### src/rtl/core/rcf_pkg.sv
// Shared types and constants for the RGB444 color fade core.
// No dependencies; imported by rcf_chan and rgb444_color_fade_core.
package rcf_pkg;

  localparam int CHAN_W  = 4;
  localparam int NUM_CH  = 3;
  localparam int COLOR_W = CHAN_W * NUM_CH;
  localparam int PROD_W  = 2 * CHAN_W;

  // floor(x / 15) == (x * 137) >> 11 for every x in 0..225
  localparam logic [PROD_W-1:0] RECIP15     = 8'd137;
  localparam int                RECIP_SHIFT = 11;
  localparam int                RECIP_W     = 2 * PROD_W;

  localparam logic [CHAN_W-1:0] CHAN_MAX = 4'hf;

  typedef enum logic [1:0] {
    OP_TRANSITION = 2'd0,
    OP_INCREASE   = 2'd1,
    OP_DECREASE   = 2'd2
  } op_e;

  // Per-stage load enables driven by the top-level flow control
  typedef struct packed {
    logic s1;
    logic s2;
    logic s3;
  } rcf_adv_t;

endpackage

### src/rtl/core/rcf_chan.sv
// Three-stage datapath for one 4-bit color channel: multiply, divide by 15, combine.
// Depends on rcf_pkg; stage enables come from rgb444_color_fade_core.
module rcf_chan (
  input  logic                          clk,
  input  rcf_pkg::rcf_adv_t             adv,
  input  rcf_pkg::op_e                  op,
  input  logic [rcf_pkg::CHAN_W-1:0]    from_ch,
  input  logic [rcf_pkg::CHAN_W-1:0]    to_ch,
  input  logic [rcf_pkg::CHAN_W-1:0]    step,
  output logic [rcf_pkg::CHAN_W-1:0]    result_ch
);
  import rcf_pkg::*;

  // stage 1: magnitude product
  op_e               op1_r;
  logic [CHAN_W-1:0] f1_r;
  logic              neg1_r;
  logic [PROD_W-1:0] prod1_r;
  // stage 2: quotient
  op_e               op2_r;
  logic [CHAN_W-1:0] f2_r;
  logic              neg2_r;
  logic [CHAN_W-1:0] q2_r;
  // stage 3: result
  logic [CHAN_W-1:0] res3_r;

  logic [CHAN_W-1:0]  mag_nxt;
  logic               neg_nxt;
  logic [PROD_W-1:0]  prod_nxt;
  logic [RECIP_W-1:0] recip_full;
  logic [CHAN_W-1:0]  q_nxt;
  logic [CHAN_W:0]    sum_w;
  logic [CHAN_W:0]    dif_w;
  logic [CHAN_W-1:0]  res_nxt;

  always_comb begin
    neg_nxt = 1'b0;
    mag_nxt = from_ch;
    unique case (op)
      OP_INCREASE, OP_DECREASE: begin
        neg_nxt = 1'b0;
        mag_nxt = from_ch;
      end
      default: begin
        // transition: work on |to - from| and restore the sign after the divide
        neg_nxt = (to_ch < from_ch);
        mag_nxt = neg_nxt ? (from_ch - to_ch) : (to_ch - from_ch);
      end
    endcase
    prod_nxt = PROD_W'(mag_nxt) * PROD_W'(step);
  end

  assign recip_full = RECIP_W'(prod1_r) * RECIP_W'(RECIP15);
  assign q_nxt      = recip_full[RECIP_SHIFT +: CHAN_W];

  assign sum_w = {1'b0, f2_r} + {1'b0, q2_r};
  assign dif_w = {1'b0, f2_r} - {1'b0, q2_r};

  always_comb begin
    unique case (op2_r)
      OP_INCREASE: res_nxt = sum_w[CHAN_W] ? CHAN_MAX : sum_w[CHAN_W-1:0];
      OP_DECREASE: res_nxt = dif_w[CHAN_W] ? '0 : dif_w[CHAN_W-1:0];
      default:     res_nxt = neg2_r ? dif_w[CHAN_W-1:0] : sum_w[CHAN_W-1:0];
    endcase
  end

  always_ff @(posedge clk) begin
    if (adv.s1) begin
      op1_r   <= op;
      f1_r    <= from_ch;
      neg1_r  <= neg_nxt;
      prod1_r <= prod_nxt;
    end
    if (adv.s2) begin
      op2_r  <= op1_r;
      f2_r   <= f1_r;
      neg2_r <= neg1_r;
      q2_r   <= q_nxt;
    end
    if (adv.s3) begin
      res3_r <= res_nxt;
    end
  end

  assign result_ch = res3_r;

endmodule

### src/rtl/core/rgb444_color_fade_core.sv
// RGB444 color fade core: transition, increase and decrease contrast per channel.
// Stages from input transfer to output transfer: multiply, divide (by reciprocal), combine.
// Throughput: one color per cycle while out_tready stays high.
// Each stage holds independently under backpressure, so bubbles are squeezed out.
// Reset (rst_n low, synchronous) empties the pipeline; payload registers are not reset.
// Depends on rcf_pkg and rcf_chan.
module rgb444_color_fade_core (
  input  logic        clk,
  input  logic        rst_n,
  input  logic        in_tvalid,
  output logic        in_tready,
  input  logic [31:0] in_tdata,   // from_color[11:0], to_color[23:12], step[27:24], zero[31:28]
  input  logic [1:0]  in_tuser,   // operation[1:0]
  output logic        out_tvalid,
  input  logic        out_tready,
  output logic [15:0] out_tdata   // result_color[11:0], zero[15:12]
);
  import rcf_pkg::*;

  logic v1_r, v2_r, v3_r;
  logic v1_nxt, v2_nxt, v3_nxt;
  rcf_adv_t adv;

  logic [COLOR_W-1:0] from_color;
  logic [COLOR_W-1:0] to_color;
  logic [CHAN_W-1:0]  step;
  op_e                op;
  logic [COLOR_W-1:0] result_color;

  assign from_color = in_tdata[COLOR_W-1:0];
  assign to_color   = in_tdata[2*COLOR_W-1:COLOR_W];
  assign step       = in_tdata[2*COLOR_W +: CHAN_W];
  assign op         = op_e'(in_tuser);

  // a stage advances when it is empty or the next stage advances
  always_comb begin
    adv.s3 = !v3_r || out_tready;
    adv.s2 = !v2_r || adv.s3;
    adv.s1 = !v1_r || adv.s2;
  end

  assign in_tready = adv.s1;

  always_comb begin
    v1_nxt = adv.s1 ? in_tvalid : v1_r;
    v2_nxt = adv.s2 ? v1_r      : v2_r;
    v3_nxt = adv.s3 ? v2_r      : v3_r;
  end

  always_ff @(posedge clk) begin
    if (!rst_n) begin
      v1_r <= 1'b0;
      v2_r <= 1'b0;
      v3_r <= 1'b0;
    end else begin
      v1_r <= v1_nxt;
      v2_r <= v2_nxt;
      v3_r <= v3_nxt;
    end
  end

  for (genvar k = 0; k < NUM_CH; k++) begin : g_chan
    rcf_chan u_chan (
      .clk       (clk),
      .adv       (adv),
      .op        (op),
      .from_ch   (from_color[k*CHAN_W +: CHAN_W]),
      .to_ch     (to_color[k*CHAN_W +: CHAN_W]),
      .step      (step),
      .result_ch (result_color[k*CHAN_W +: CHAN_W])
    );
  end

  assign out_tvalid = v3_r;
  assign out_tdata  = {4'b0, result_color};

  // an accepted transfer always lands in stage 1
  a_accept_fills_s1: assert property (@(posedge clk) disable iff (!rst_n)
    in_tvalid && in_tready |=> v1_r)
    else $error("accepted transfer did not reach stage 1");

  // a blocked stage 1 keeps its item
  a_s1_holds: assert property (@(posedge clk) disable iff (!rst_n)
    v1_r && !adv.s2 |=> v1_r)
    else $error("stage 1 item dropped while blocked");

  // with output stalled, stage 2 and 3 items both stay
  a_s2_holds_on_stall: assert property (@(posedge clk) disable iff (!rst_n)
    v3_r && v2_r && !out_tready |=> v2_r && v3_r)
    else $error("item lost under output stall");

  // stage 1 can only be refilled from the input when stage 2 takes its item
  a_no_overwrite: assert property (@(posedge clk) disable iff (!rst_n)
    v1_r && in_tready |-> adv.s2)
    else $error("stage 1 overwritten while full");

endmodule
### config.mk
export PLATFORM = sky130hd
export DESIGN_NAME = rgb444_color_fade_core
export DESIGN_NICKNAME = d
export VERILOG_FILES = /design/src/rtl/core/rcf_pkg.sv /design/src/rtl/core/rcf_chan.sv /design/src/rtl/core/rgb444_color_fade_core.sv
export SDC_FILE = /design/constraint.sdc
export NUM_CORES = 1
export LEC_CHECK = 0
export CORE_MARGIN = 2
export CORE_UTILIZATION = 63
export CTS_CLUSTER_SIZE = 28
export DETAILED_ROUTE_END_ITERATION = 10
export DONT_BUFFER_PORTS = 1
export PLACE_DENSITY = 0.84
export SKIP_LAST_GASP = 1
export SLEW_MARGIN = 20
export SYNTH_ARGS = -nofsm -noshare
export SYNTH_HDL_FRONTEND = slang
export SYNTH_HIERARCHICAL = 1
export SYNTH_SLANG_ARGS = --single-unit
### constraint.sdc
create_clock -name clk -period 5.04 [get_ports clk]
set_clock_uncertainty 0.1 [all_clocks]
set_input_delay 0 -clock clk [delete_from_list [all_inputs] [get_ports clk]]
set_output_delay 0 -clock clk [all_outputs]
set_load 0.01 [all_outputs]
==> impl_metrics.tcl <==
set metrics [dict create \
    endpoint_kind "register" \
    final_util_pct 69.9 \
    setup.worst_path.class "primary input to register" \
    antenna_cells 0 \
    clock_sinks 93 \
    fin_area_um2 8780 \
    async_flop_share_pct 0 \
    num_rows 41 \
    final_cells 959 \
    drive_gt1_share_pct 3.94 \
    holdCritStartpoint "in_tuser[0]" \
    max-cap-violations 0 \
    cts_post_setup_buffers_inserted 0 \
    synth-seq-area-share_pct 34.2 \
    place_hpwl_mm 12.5 \
    total_power_mw 3.88 \
    synth-seq-cells 93 \
    core_um2 12600 \
    avgSynthCellArea_um2 10.7 \
    cts_tree "done" \
    vias 5751 \
    drc 0 \
    synth-simple-area-share_pct 10.9 \
    power.leakage_nw 4.33 \
    finalHoldViolCount 0 \
    htree_levels 3 \
    ctsLongestPathBuffers 2 \
    postRouteAntennaNets 0 \
    cts_buffers 9 \
    r2r_cells 9 \
    cts.repair.resized 0 \
    grt_max_degree 47 \
    synth_edf_count 90 \
    holdWs_ns 0.0285 \
    timing.critical_path.from "in_tuser[1]" \
    area_delta_synth_final_pct 8.69 \
    layout_setup_ws_ns 0.979 \
    ios 56 \
    relSlewSlack_pct 27.4 \
    wl_mm 16.9 \
    placed_cells 923 \
    nFillCells 860 \
    dieHeight_um 117 \
    grt.total_usage_pct 25.7 \
    die_w_um 117 \
    synth_top_family_by_area "adder cells" \
    synth_mux_area_share_pct 1.36 \
    synthXorXnorAreaFrac_pct 3.44 \
    netlist_area_um2 8080 \
    hold_path_depth 2 \
    r2r-start "g_chan[2].u_chan/prod1_r[4]" \
    period_needed_ns 4.06 \
    drt-pass1-iter-count 5 \
    synth_cell_types 61 \
    yosys_warnings 6 \
    hold_path_class "primary input to register" \
    dpl_cell_area_um2 8250 \
    path_clk_slew_ns 0.06 \
    place_ws_ns 0.801 \
    start_util_pct 64.3 \
    clock_latency_ns 0.34 \
    cts_root_buffer "clkbuf_16" \
    critPathMaxFanout 10 \
    synth_compound_area_share_pct 12.3 \
    grt_pass1_vias 5791 \
    drv_slew 0 \
    synthCells 756 \
    drt_iter0_drc 407 \
    vdd_drop_max_mv 0.204 \
    rsz0062_at_grt "false" \
    die-area_um2 13700 \
    finalSetupViolations 0 \
    fin_crit_sh_pct 80.6 \
    status "finished clean" \
    yosys_most_used_dff "edfxtp_1" \
    synthAdderAreaFrac_pct 32.4 \
    pwr_density_cell_nw_per_um2 442 \
    finalSetupTns_ns 0 \
    wl_per_cell_um 17.7 \
    grt_pass1_wl_mm 27.2 \
    grt-ovfl-total 0 \
    vias_per_cell 6.00 \
    worstPathRequired_ns 5.02 \
    tightest_slew_ns 1.09 \
    antenna_found_initial 0 \
    start_kind "primary input" \
    cp.arrival_ns 4.04 \
    nets 1015 \
    place.gp.congestion 0.854 \
    port_buffers 0 \
    fmax_ghz 0.246 \
]
-- cells in the mapped netlist, types with 9 or more instances --
library cell	number	area, µm²
a21oi_1	42	210
fa_1	24	480
nor2b_1	17	106
a21o_1	19	143
ha_1	171	2140
o21bai_1	9	67.6
xor2_1	11	96.3
inv_1	98	368
nand2b_1	9	56.3
xnor2_1	17	149
edfxtp_1	90	2700
nand3_1	12	60.1
o21ai_0	28	140
and2_1	19	119
nand2_1	55	206
nor2_1	26	97.6
o21a_1	9	67.6
-- cell families (layout without fill, tap and decap cells) --
family	Yosys count	after routing
XOR/XNOR	30	30
other	1	4
AND/OR/NAND/NOR	170	170
multiplexers	10	10
buffers and inverters	107	135
AO/OA/AOI/OAI	150	150
flip-flops	93	93
adder cells (fa/ha/maj)	195	195
-- per-layer routing --
layer | share of wire [%] | track usage, % | vias up
met1 | 41 | 29.8 | 2783
met4 | 2.9 | 9.96 | 0
met3 | 4.9 | 3.91 | 43
li1 | - | - | 2729
met2 | 52 | 47.5 | 196
met5 | 0 | 0 | -
-- report_power, final --
group | internal (mW) | total, mW | switching [mW]
combinational | 0.813 | 1.85 | 1.04
sequential | 1.11 | 1.27 | 0.163
clock | 0.482 | 0.756 | 0.273
-- final timing paths --
path	slack [ns]	end
max	0.98	g_chan[1].u_chan/prod1_r[7]
max reg2reg	2.01	g_chan[2].u_chan/q2_r[2]
min reg2reg	0.32	g_chan[0].u_chan/f2_r[3]
min	0.03	g_chan[0].u_chan/neg1_r
-- critical path, cell delays in order --
cell and delay (ns):
dlygate4sd3_1 0.84, xor2_2 0.27, o21ai_0 0.50, nand2_1 0.16
fa_1 0.55, inv_1 0.05, fa_1 0.50, ha_1 0.32
a21o_1 0.19, a21oi_1 0.21, o21bai_1 0.09, a21oi_1 0.23
xnor2_1 0.12
-- state kept, by name (all words and copies together) (netlist names), 3 cells and up --
signal / flops
g_chan.u_chan/neg2_r: 3
g_chan.u_chan/result_ch: 12
g_chan.u_chan/f1_r: 12
g_chan.u_chan/f2_r: 12
g_chan.u_chan/q2_r: 12
g_chan.u_chan/op2_r: 6
g_chan.u_chan/prod1_r: 24
g_chan.u_chan/op1_r: 6
g_chan.u_chan/neg1_r: 3
-- timing repair --
item	CTS	global route
hold buffers	20	0
endpoints found under the hold margin	29	0
endpoints found under the setup margin	0	0
-- cell usage in the layout, fill, tap and decap left out, drive strengths merged, types with 11 or more instances in the layout --
cell type / count
ha: 171
inv: 98
edfxtp: 90
nand2: 55
a21oi: 46
o21ai: 29
nor2: 26
fa: 24
dlygate4sd3: 20
and2: 19
a21o: 19
xnor2: 17
nor2b: 17
xor2: 13
nand3: 12
clkbuf: 11
-- cell type report --
type                            instances  area, µm²  share of cell area (%)
Tap cell                              172        215                    2.45
Clock inverter                          5       98.8                    1.13
Timing Repair Buffer                   21        208                    2.37
Sequential cell                        93       2760                    31.5
Multi-Input combinational cell        559       4890                    55.8
Inverter                               98        368                    4.19
Clock buffer                           11        233                    2.65
Note: power is estimated with default switching activity, not from simulation.
